--- config.mk ---
export PLATFORM = sky130hd
export DESIGN_NAME = rect_alpha_blend_pixel_unit
export DESIGN_NICKNAME = d
export VERILOG_FILES = /design/src/rtl/core/rab_pkg.sv /design/src/rtl/core/rect_alpha_blend_pixel_unit.sv /design/src/rtl/core/rab_decode.sv /design/src/rtl/core/rab_mix_channel.sv
export SDC_FILE = /design/constraint.sdc
export NUM_CORES = 1
export LEC_CHECK = 0
export BUFFER_PORTS_ARGS = -buffer_cell sky130_fd_sc_hd__buf_2
export CAP_MARGIN = 20
export CORE_MARGIN = 4
export CORE_UTILIZATION = 58
export DETAILED_ROUTE_END_ITERATION = 6
export MAX_ROUTING_LAYER = met4
export PLACE_DENSITY = 0.83
export RECOVER_POWER = 50
export SYNTH_ARGS = -nofsm -noshare
export SYNTH_HDL_FRONTEND = slang
export SYNTH_SLANG_ARGS = --single-unit
--- constraint.sdc ---
create_clock -name clk -period 6 [get_ports clk]
set_input_delay 0 -clock clk [delete_from_list [all_inputs] [get_ports clk]]
set_output_delay 0 -clock clk [all_outputs]
set_load 0.03 [all_outputs]
--- src/rtl/core/rab_pkg.sv ---
package rab_pkg;

  localparam int COORD_BITS_DEF = 12;
  localparam int CFG_IDX_W      = 3;
  localparam int CFG_DATA_W     = 24;
  localparam int PIX_W          = 32;

  typedef enum logic [CFG_IDX_W-1:0] {
    REG_FILL_COLOR  = 3'd0,
    REG_BLEND_ALPHA = 3'd1,
    REG_PIXEL_MODE  = 3'd2,
    REG_RECT_LEFT   = 3'd3,
    REG_RECT_TOP    = 3'd4,
    REG_RECT_WIDTH  = 3'd5,
    REG_RECT_HEIGHT = 3'd6
  } reg_idx_t;

  localparam logic [1:0] MODE_ARGB8888 = 2'd0;
  localparam logic [1:0] MODE_RGB565   = 2'd1;

  localparam logic [7:0] ALPHA_OPAQUE  = 8'hFF;

  // register file contents
  typedef struct packed {
    logic [23:0]        fill_color;
    logic [7:0]         blend_alpha;
    logic [1:0]         pixel_mode;
    logic signed [12:0] rect_left;
    logic signed [12:0] rect_top;
    logic [11:0]        rect_width;
    logic [11:0]        rect_height;
  } cfg_t;

  // after coordinate test and channel unpack
  typedef struct packed {
    logic             blend;
    logic             is565;
    logic [7:0]       dst_r;
    logic [7:0]       dst_g;
    logic [7:0]       dst_b;
    logic [PIX_W-1:0] dest;
  } stage_a_t;

endpackage

--- src/rtl/core/rect_alpha_blend_pixel_unit.sv ---
// Constant-alpha rectangle blend for a framebuffer pixel stream. Each request
// carries a pixel's column, row and raw framebuffer word; when the pixel lies
// inside the programmed rectangle (left/top signed, width/height in pixels)
// and the mode is ARGB8888 or RGB565, each colour channel is replaced by
// (fill*alpha + dest*(255-alpha))/255 truncated, with alpha forced to 0xFF in
// ARGB8888 and the upper half cleared in RGB565; otherwise the word passes
// through untouched and out_tuser is low. The block accepts one pixel per
// clock unless out_tready stalls it, through three register stages:
// coordinate test and unpack, channel multiply-accumulate, then
// divide-by-255 and repack into the output register. Backpressure on
// out_tready stalls only the stages that are full, so bubbles are squeezed
// out. Program the registers only while no pixel is in flight.
module rect_alpha_blend_pixel_unit
  import rab_pkg::*;
#(
  parameter int COORD_BITS = COORD_BITS_DEF,
  localparam int IN_BITS   = 2*COORD_BITS + PIX_W,
  localparam int IN_W      = ((IN_BITS + 7) / 8) * 8
) (
  input  logic                  clk,
  input  logic                  rst_n,
  // config write port
  input  logic                  cfg_we,
  input  logic [CFG_IDX_W-1:0]  cfg_index,
  input  logic [CFG_DATA_W-1:0] cfg_wdata,
  // pixel requests
  input  logic                  in_tvalid,
  output logic                  in_tready,
  input  logic [IN_W-1:0]       in_tdata,   // pixel_col, pixel_row, dest_pixel
  // results
  output logic                  out_tvalid,
  input  logic                  out_tready,
  output logic [PIX_W-1:0]      out_tdata,  // result_pixel
  output logic                  out_tuser   // was_blended
);

  // register file
  cfg_t cfg_r;

  always_ff @(posedge clk) begin
    if (!rst_n) begin
      cfg_r.fill_color  <= '0;
      cfg_r.blend_alpha <= ALPHA_OPAQUE;
      cfg_r.pixel_mode  <= MODE_ARGB8888;
      cfg_r.rect_left   <= '0;
      cfg_r.rect_top    <= '0;
      cfg_r.rect_width  <= '0;
      cfg_r.rect_height <= '0;
    end else if (cfg_we) begin
      case (reg_idx_t'(cfg_index))
        REG_FILL_COLOR:  cfg_r.fill_color  <= cfg_wdata[23:0];
        REG_BLEND_ALPHA: cfg_r.blend_alpha <= cfg_wdata[7:0];
        REG_PIXEL_MODE:  cfg_r.pixel_mode  <= cfg_wdata[1:0];
        REG_RECT_LEFT:   cfg_r.rect_left   <= $signed(cfg_wdata[12:0]);
        REG_RECT_TOP:    cfg_r.rect_top    <= $signed(cfg_wdata[12:0]);
        REG_RECT_WIDTH:  cfg_r.rect_width  <= cfg_wdata[11:0];
        REG_RECT_HEIGHT: cfg_r.rect_height <= cfg_wdata[11:0];
        default: ;  // unmapped index, write dropped
      endcase
    end
  end

  // pipeline flow control: a stage loads when empty or when it drains
  logic v_a_r, v_b_r, v_c_r;
  logic v_a_nxt, v_b_nxt, v_c_nxt;
  logic rdy_a, rdy_b, rdy_c;

  assign rdy_c     = !v_c_r || out_tready;
  assign rdy_b     = !v_b_r || rdy_c;
  assign rdy_a     = !v_a_r || rdy_b;
  assign in_tready = rdy_a;

  assign v_a_nxt = rdy_a ? in_tvalid : v_a_r;
  assign v_b_nxt = rdy_b ? v_a_r : v_b_r;
  assign v_c_nxt = rdy_c ? v_b_r : v_c_r;

  always_ff @(posedge clk) begin
    if (!rst_n) begin
      v_a_r <= 1'b0;
      v_b_r <= 1'b0;
      v_c_r <= 1'b0;
    end else begin
      v_a_r <= v_a_nxt;
      v_b_r <= v_b_nxt;
      v_c_r <= v_c_nxt;
    end
  end

  // stage a: rectangle test and channel unpack
  stage_a_t stage_a;

  rab_decode #(
    .COORD_BITS (COORD_BITS)
  ) u_decode (
    .clk        (clk),
    .en         (rdy_a),
    .pixel_col  (in_tdata[COORD_BITS-1:0]),
    .pixel_row  (in_tdata[2*COORD_BITS-1:COORD_BITS]),
    .dest_pixel (in_tdata[2*COORD_BITS+PIX_W-1:2*COORD_BITS]),
    .cfg        (cfg_r),
    .stage_a    (stage_a)
  );

  // stage b: per-channel multiply-accumulate, control rides alongside
  logic [7:0]       mix_r, mix_g, mix_b;
  logic             blend_b_r, is565_b_r;
  logic [PIX_W-1:0] dest_b_r;

  rab_mix_channel u_mix_r (
    .clk   (clk),
    .en    (rdy_b),
    .src   (cfg_r.fill_color[23:16]),
    .dst   (stage_a.dst_r),
    .alpha (cfg_r.blend_alpha),
    .mixed (mix_r)
  );

  rab_mix_channel u_mix_g (
    .clk   (clk),
    .en    (rdy_b),
    .src   (cfg_r.fill_color[15:8]),
    .dst   (stage_a.dst_g),
    .alpha (cfg_r.blend_alpha),
    .mixed (mix_g)
  );

  rab_mix_channel u_mix_b (
    .clk   (clk),
    .en    (rdy_b),
    .src   (cfg_r.fill_color[7:0]),
    .dst   (stage_a.dst_b),
    .alpha (cfg_r.blend_alpha),
    .mixed (mix_b)
  );

  always_ff @(posedge clk) begin
    if (rdy_b) begin
      blend_b_r <= stage_a.blend;
      is565_b_r <= stage_a.is565;
      dest_b_r  <= stage_a.dest;
    end
  end

  // stage c: repack into the output register
  logic [PIX_W-1:0] res_nxt, res_r;
  logic             blended_r;

  always_comb begin
    if (!blend_b_r) begin
      res_nxt = dest_b_r;                    // pass through untouched
    end else if (is565_b_r) begin
      res_nxt = {16'h0000, mix_r[7:3], mix_g[7:2], mix_b[7:3]};
    end else begin
      res_nxt = {ALPHA_OPAQUE, mix_r, mix_g, mix_b};
    end
  end

  always_ff @(posedge clk) begin
    if (rdy_c) begin
      res_r     <= res_nxt;
      blended_r <= blend_b_r;
    end
  end

  assign out_tvalid = v_c_r;
  assign out_tdata  = res_r;
  assign out_tuser  = blended_r;

endmodule

--- src/rtl/core/rab_decode.sv ---
module rab_decode
  import rab_pkg::*;
#(
  parameter int COORD_BITS = COORD_BITS_DEF
) (
  input  logic                  clk,
  input  logic                  en,
  input  logic [COORD_BITS-1:0] pixel_col,
  input  logic [COORD_BITS-1:0] pixel_row,
  input  logic [PIX_W-1:0]      dest_pixel,
  input  cfg_t                  cfg,
  output stage_a_t              stage_a
);

  // signed compare width covering coordinate, edge and edge plus size
  localparam int CW = ((COORD_BITS > 13) ? COORD_BITS : 13) + 2;

  logic signed [CW-1:0] col_s, row_s, left_s, top_s, right_s, bottom_s;
  logic                 in_rect;
  stage_a_t             stage_a_nxt, stage_a_r;

  assign col_s    = $signed({{(CW-COORD_BITS){1'b0}}, pixel_col});
  assign row_s    = $signed({{(CW-COORD_BITS){1'b0}}, pixel_row});
  assign left_s   = $signed({{(CW-13){cfg.rect_left[12]}}, cfg.rect_left});
  assign top_s    = $signed({{(CW-13){cfg.rect_top[12]}}, cfg.rect_top});
  assign right_s  = left_s + $signed({{(CW-12){1'b0}}, cfg.rect_width});
  assign bottom_s = top_s + $signed({{(CW-12){1'b0}}, cfg.rect_height});

  assign in_rect = (col_s >= left_s) && (col_s < right_s) &&
                   (row_s >= top_s) && (row_s < bottom_s);

  always_comb begin
    stage_a_nxt.dest  = dest_pixel;
    stage_a_nxt.is565 = (cfg.pixel_mode == MODE_RGB565);
    stage_a_nxt.blend = in_rect && ((cfg.pixel_mode == MODE_ARGB8888) ||
                                    (cfg.pixel_mode == MODE_RGB565));
    if (cfg.pixel_mode == MODE_RGB565) begin
      // expand by shift, no bit replication
      stage_a_nxt.dst_r = {dest_pixel[15:11], 3'b000};
      stage_a_nxt.dst_g = {dest_pixel[10:5], 2'b00};
      stage_a_nxt.dst_b = {dest_pixel[4:0], 3'b000};
    end else begin
      stage_a_nxt.dst_r = dest_pixel[23:16];
      stage_a_nxt.dst_g = dest_pixel[15:8];
      stage_a_nxt.dst_b = dest_pixel[7:0];
    end
  end

  always_ff @(posedge clk) begin
    if (en) begin
      stage_a_r <= stage_a_nxt;
    end
  end

  assign stage_a = stage_a_r;

endmodule

--- src/rtl/core/rab_mix_channel.sv ---
module rab_mix_channel
  import rab_pkg::*;
(
  input  logic       clk,
  input  logic       en,
  input  logic [7:0] src,
  input  logic [7:0] dst,
  input  logic [7:0] alpha,
  output logic [7:0] mixed
);

  logic [15:0] sum_nxt, sum_r;
  logic [16:0] div_tmp;

  assign sum_nxt = (src * alpha) + (dst * (ALPHA_OPAQUE - alpha));

  always_ff @(posedge clk) begin
    if (en) begin
      sum_r <= sum_nxt;
    end
  end

  // exact floor(x/255) for x up to 255*255
  assign div_tmp = {1'b0, sum_r} + 17'd1 + {9'd0, sum_r[15:8]};
  assign mixed   = div_tmp[15:8];

endmodule

==> metrics.md <==
| Metric | Value |
|---|---|
| Worst Tran Pin Value | `1.61 ns` |
| Rows | `76` |
| Hold Path Class | `in2reg` |
| Cts bufs inserted | `28` |
| Height of the die | `around 220 um` |
| Worst r2r path cells | `17` |
| Final setup violating endpoints | `0` |
| Post-Synthesis Cells | `2541` |
| Outcome | `finished, violations left` |
| Met1 Use GR | `0.352` |
| Hold Vio Cnt, Final | `0` |
| Max cap viols | `2` |
| Yosys top cell by area | `fa_1` |
| H-tree depth | `1` |
| Clock Skew | `0.0212 ns` |
| Fin crit period | `just under 6 ns` |
| Design area | `28100 um2` |
| Clock-pin slew on the worst setup and hold paths | `about 0.060 ns` |
| Antenna violations before repair | `2` |
| EDFF count, synth | `~170` |
| Vias per inst | `around 5.5` |
| WS Path Type | `reg2reg` |
| Total wire length | `approximately 61 mm` |
| Met3 Track Usage GR | `0.0444` |
| Gpl congestion | `roughly 0.94` |
| DR WL/cell | `around 18 um` |
| GR Util met2 | `0.437` |
| Nets@finish | `roughly 3400` |
| Synthesized area per cell | `9.91 um2` |
| Largest net degree at the start of global routing | `a little under 90` |
| Final hold slack | `about 0.039 ns` |
| Fraction of registers with async set or reset after synthesis | `0` |
| Core ar. | `roughly 43000 um2` |
| Number of remaining DRC errors | `0` |
| Share of layout cells above drive strength 1 | `0.0637` |
| CTS max path bufs | `3` |
| GRT overflow | `0` |
| Via count | `around 18000` |
| IO Port Bufs | `122` |
| Root Driver | `clkbuf_16` |
| Yosys warnings | `0` |
| Initial core utilization | `0.586` |
| Post-CTS setup buffer count | `0` |
| Area of the die | `46800 um2` |
| Crit share post-route | `0.962` |
| Crit-path max FO | `8` |
| DR pass1 iterations | `6` |
| Vias in the first global route | `~19000` |
| Arrival time at the worst endpoint | `between 6 and 7 ns` |
| CTS tree | `yes` |
| Aggregate global-route resource usage | `0.266` |
| Dominant synthesized flop cell | `edfxtp_1` |
| Critical Path End Type | `flip-flop` |
| Sink Count | `260` |
| Area after DPL | `between 20000 and 30000 um2` |
| Remaining antenna violation count | `0` |
| Synth top area share | `0.230` |
| Layout area overhead | `11.6%` |
| Global-route wire length before repair | `97.9 mm` |
| Slew HR | `-0.0788` |
| Hold Path Depth | `5` |
| Fin. max-slew vios | `just over 40` |
| Initial DRC Count | `1326` |
| Failing checks | `max-capacitance violations, max-slew violations` |
| Seq/Total Area, Yosys | `0.275` |
| Maximum vdd ir drop | `roughly 0.22 mV` |
| Required time worst endpoint | `roughly 6.3 ns` |
| IO Pins | `roughly 120` |
| Dpl hpwl | `between 40 and 50 mm` |
| Distinct cells, synth | `63` |
| GR peak layer | `met2` |
| Worst-Skew Late Latency | `about 0.58 ns` |
| Leakage power | `about 13 nW` |
| Die span in x | `between 200 and 250 um` |
| Synth top area cells | `fa_1 (23%), edfxtp_1 (21%), ha_1 (14%)` |
| Pwr/cell area | `around 180 nW/um2` |
| Synth Register Bits | `260` |
| Peak Freq | `173 MHz` |
| Critical Path Start Type | `flip-flop` |
| Post-Syn Area | `approximately 25000 um2` |
cell usage after synthesis, types with 16 or more instances:
master	number
fa_1	290
buf_1	16
nand2b_1	79
and2_1	111
inv_1	465
nand3_1	31
ha_1	277
o21a_1	21
clkbuf_1	68
xor2_1	35
mux2_2	23
o21ai_0	39
a21oi_1	56
a21boi_0	78
dfxtp_1	87
xnor2_1	48
edfxtp_1	173
nor2b_1	155
nor2_1	50
nand2_1	287
path summary, 6_finish.rpt:
path	startpoint	end	slack, ns
worst max-delay path	u_decode.stage_a[45]	u_mix_g.sum_r[15]	0.23
worst min-delay path	cfg_index[2]	cfg_r[50]	0.04
worst max register to register	u_decode.stage_a[45]	u_mix_g.sum_r[15]	0.23
worst min register to register	u_decode.stage_a[6]	dest_b_r[6]	0.42
timing repair:
item / in CTS / in global routing
hold buffers: 62 / 0
endpoints found under the hold margin: 143 / 0
gates resized for setup: 0 / 5
endpoints found under the setup margin: 0 / 10
metrics by stage:
| stage | worst slack (ns) | utilization | setup TNS, ns | power (W) | instances |
|---|---|---|---|---|---|
| finish | 0.231 | 0.654 | 0 | 0.00518 | 3317 |
| global route | -0.0242 | 0.654 | -0.0242 | 0.00544 | 3317 |
| CTS | 0.0728 | 0.655 | 0 | 0.00519 | 3313 |
| detailed placement | 0.0740 | 0.619 | 0 | 0.00339 | 3203 |
| global placement | 0.263 | 0.618 | 0 | 0.00333 | 3202 |
| floorplan | 0.258 | - | 0 | 0.00302 | 2543 |
report_power, final:
| part | switching, W | internal (W) |
|---|---|---|
| Clock | 0.000746 | 0.00104 |
| Sequential | 0.000137 | 0.00209 |
| Combinational | 0.000676 | 0.000497 |
per-layer routing:
metal  share of wire  vias to the layer above
met5               0                        -
met4           0.023                        0
met3           0.074                      106
met2            0.49                      669
met1            0.42                     8976
li1                -                     8443
cell usage in the layout, fill, tap and decap left out, types with 6 or more instances in the layout:
cell type and n:
a21oi_1 56, nor2b_1 154, o21ai_0 39, o22ai_1 14, o21a_1 21, a21boi_0 78, nor2_1 50, xnor2_1 48
dlygate4sd3_1 62, edfxtp_1 173, xor2_1 35, o211ai_1 7, buf_2 59, dfxtp_1 84, fa_1 290, and2_1 111
nor3_1 15, ha_1 277, and3_1 6, a21o_1 11, nand4_1 7, nand3_1 31, nand2_1 287, buf_4 26
o221ai_1 11, inv_1 465, a211oi_1 15, clkbuf_16 29, clkbuf_1 69, mux2_2 18, nand2b_1 79
flip-flops by register name, indices dropped and copies added, names as in the netlist:
register and cells:
blend_b_r 1, u_mix_g.sum_r 16, v_a_r 1, out_tdata 32, v_b_r 1, cfg_r 84
u_mix_r.sum_r 16, u_decode.stage_a 58, out_tvalid 1, is565_b_r 1, u_mix_b.sum_r 16, dest_b_r 32
out_tuser 1
worst max-delay path, stage by stage (launching register included):
cell	delay (ns)
edfxtp_1	0.58
nor2b_1	0.24
fa_1	0.61
fa_1	0.47
fa_1	0.52
fa_1	0.44
fa_1	0.49
inv_1	0.05
fa_1	0.47
inv_1	0.04
ha_1	0.36
a21o_1	0.21
a21oi_1	0.21
nand2b_1	0.09
a41o_1	0.21
a21oi_1	0.22
a21oi_1	0.13
xnor2_1	0.15
final cells by class:
class	instances	area, um2
antenna	2	5.00
clock buffer	33	729
clock inverter	15	203
fill	3320	14900
inverter	465	1750
multi-input combinational	1734	16200
sequential	260	6940
tap	585	732
timing repair buffer	223	1550
kinds of logic after synthesis:
| kind of cell | after synthesis | synth area share |
|---|---|---|
| and+or+nand+nor | 764 | 0.155 |
| AOI/OAI and AO/OA | 292 | 0.0797 |
| adders and majority gates | 567 | 0.368 |
| other | 1 | 0.000149 |
| xor gates and xnor gates | 83 | 0.0289 |
| muxes | 25 | 0.0111 |
| buffers and inverters | 549 | 0.0818 |
| DFF | 260 | 0.275 |
Power figures use the tool's default switching activity.
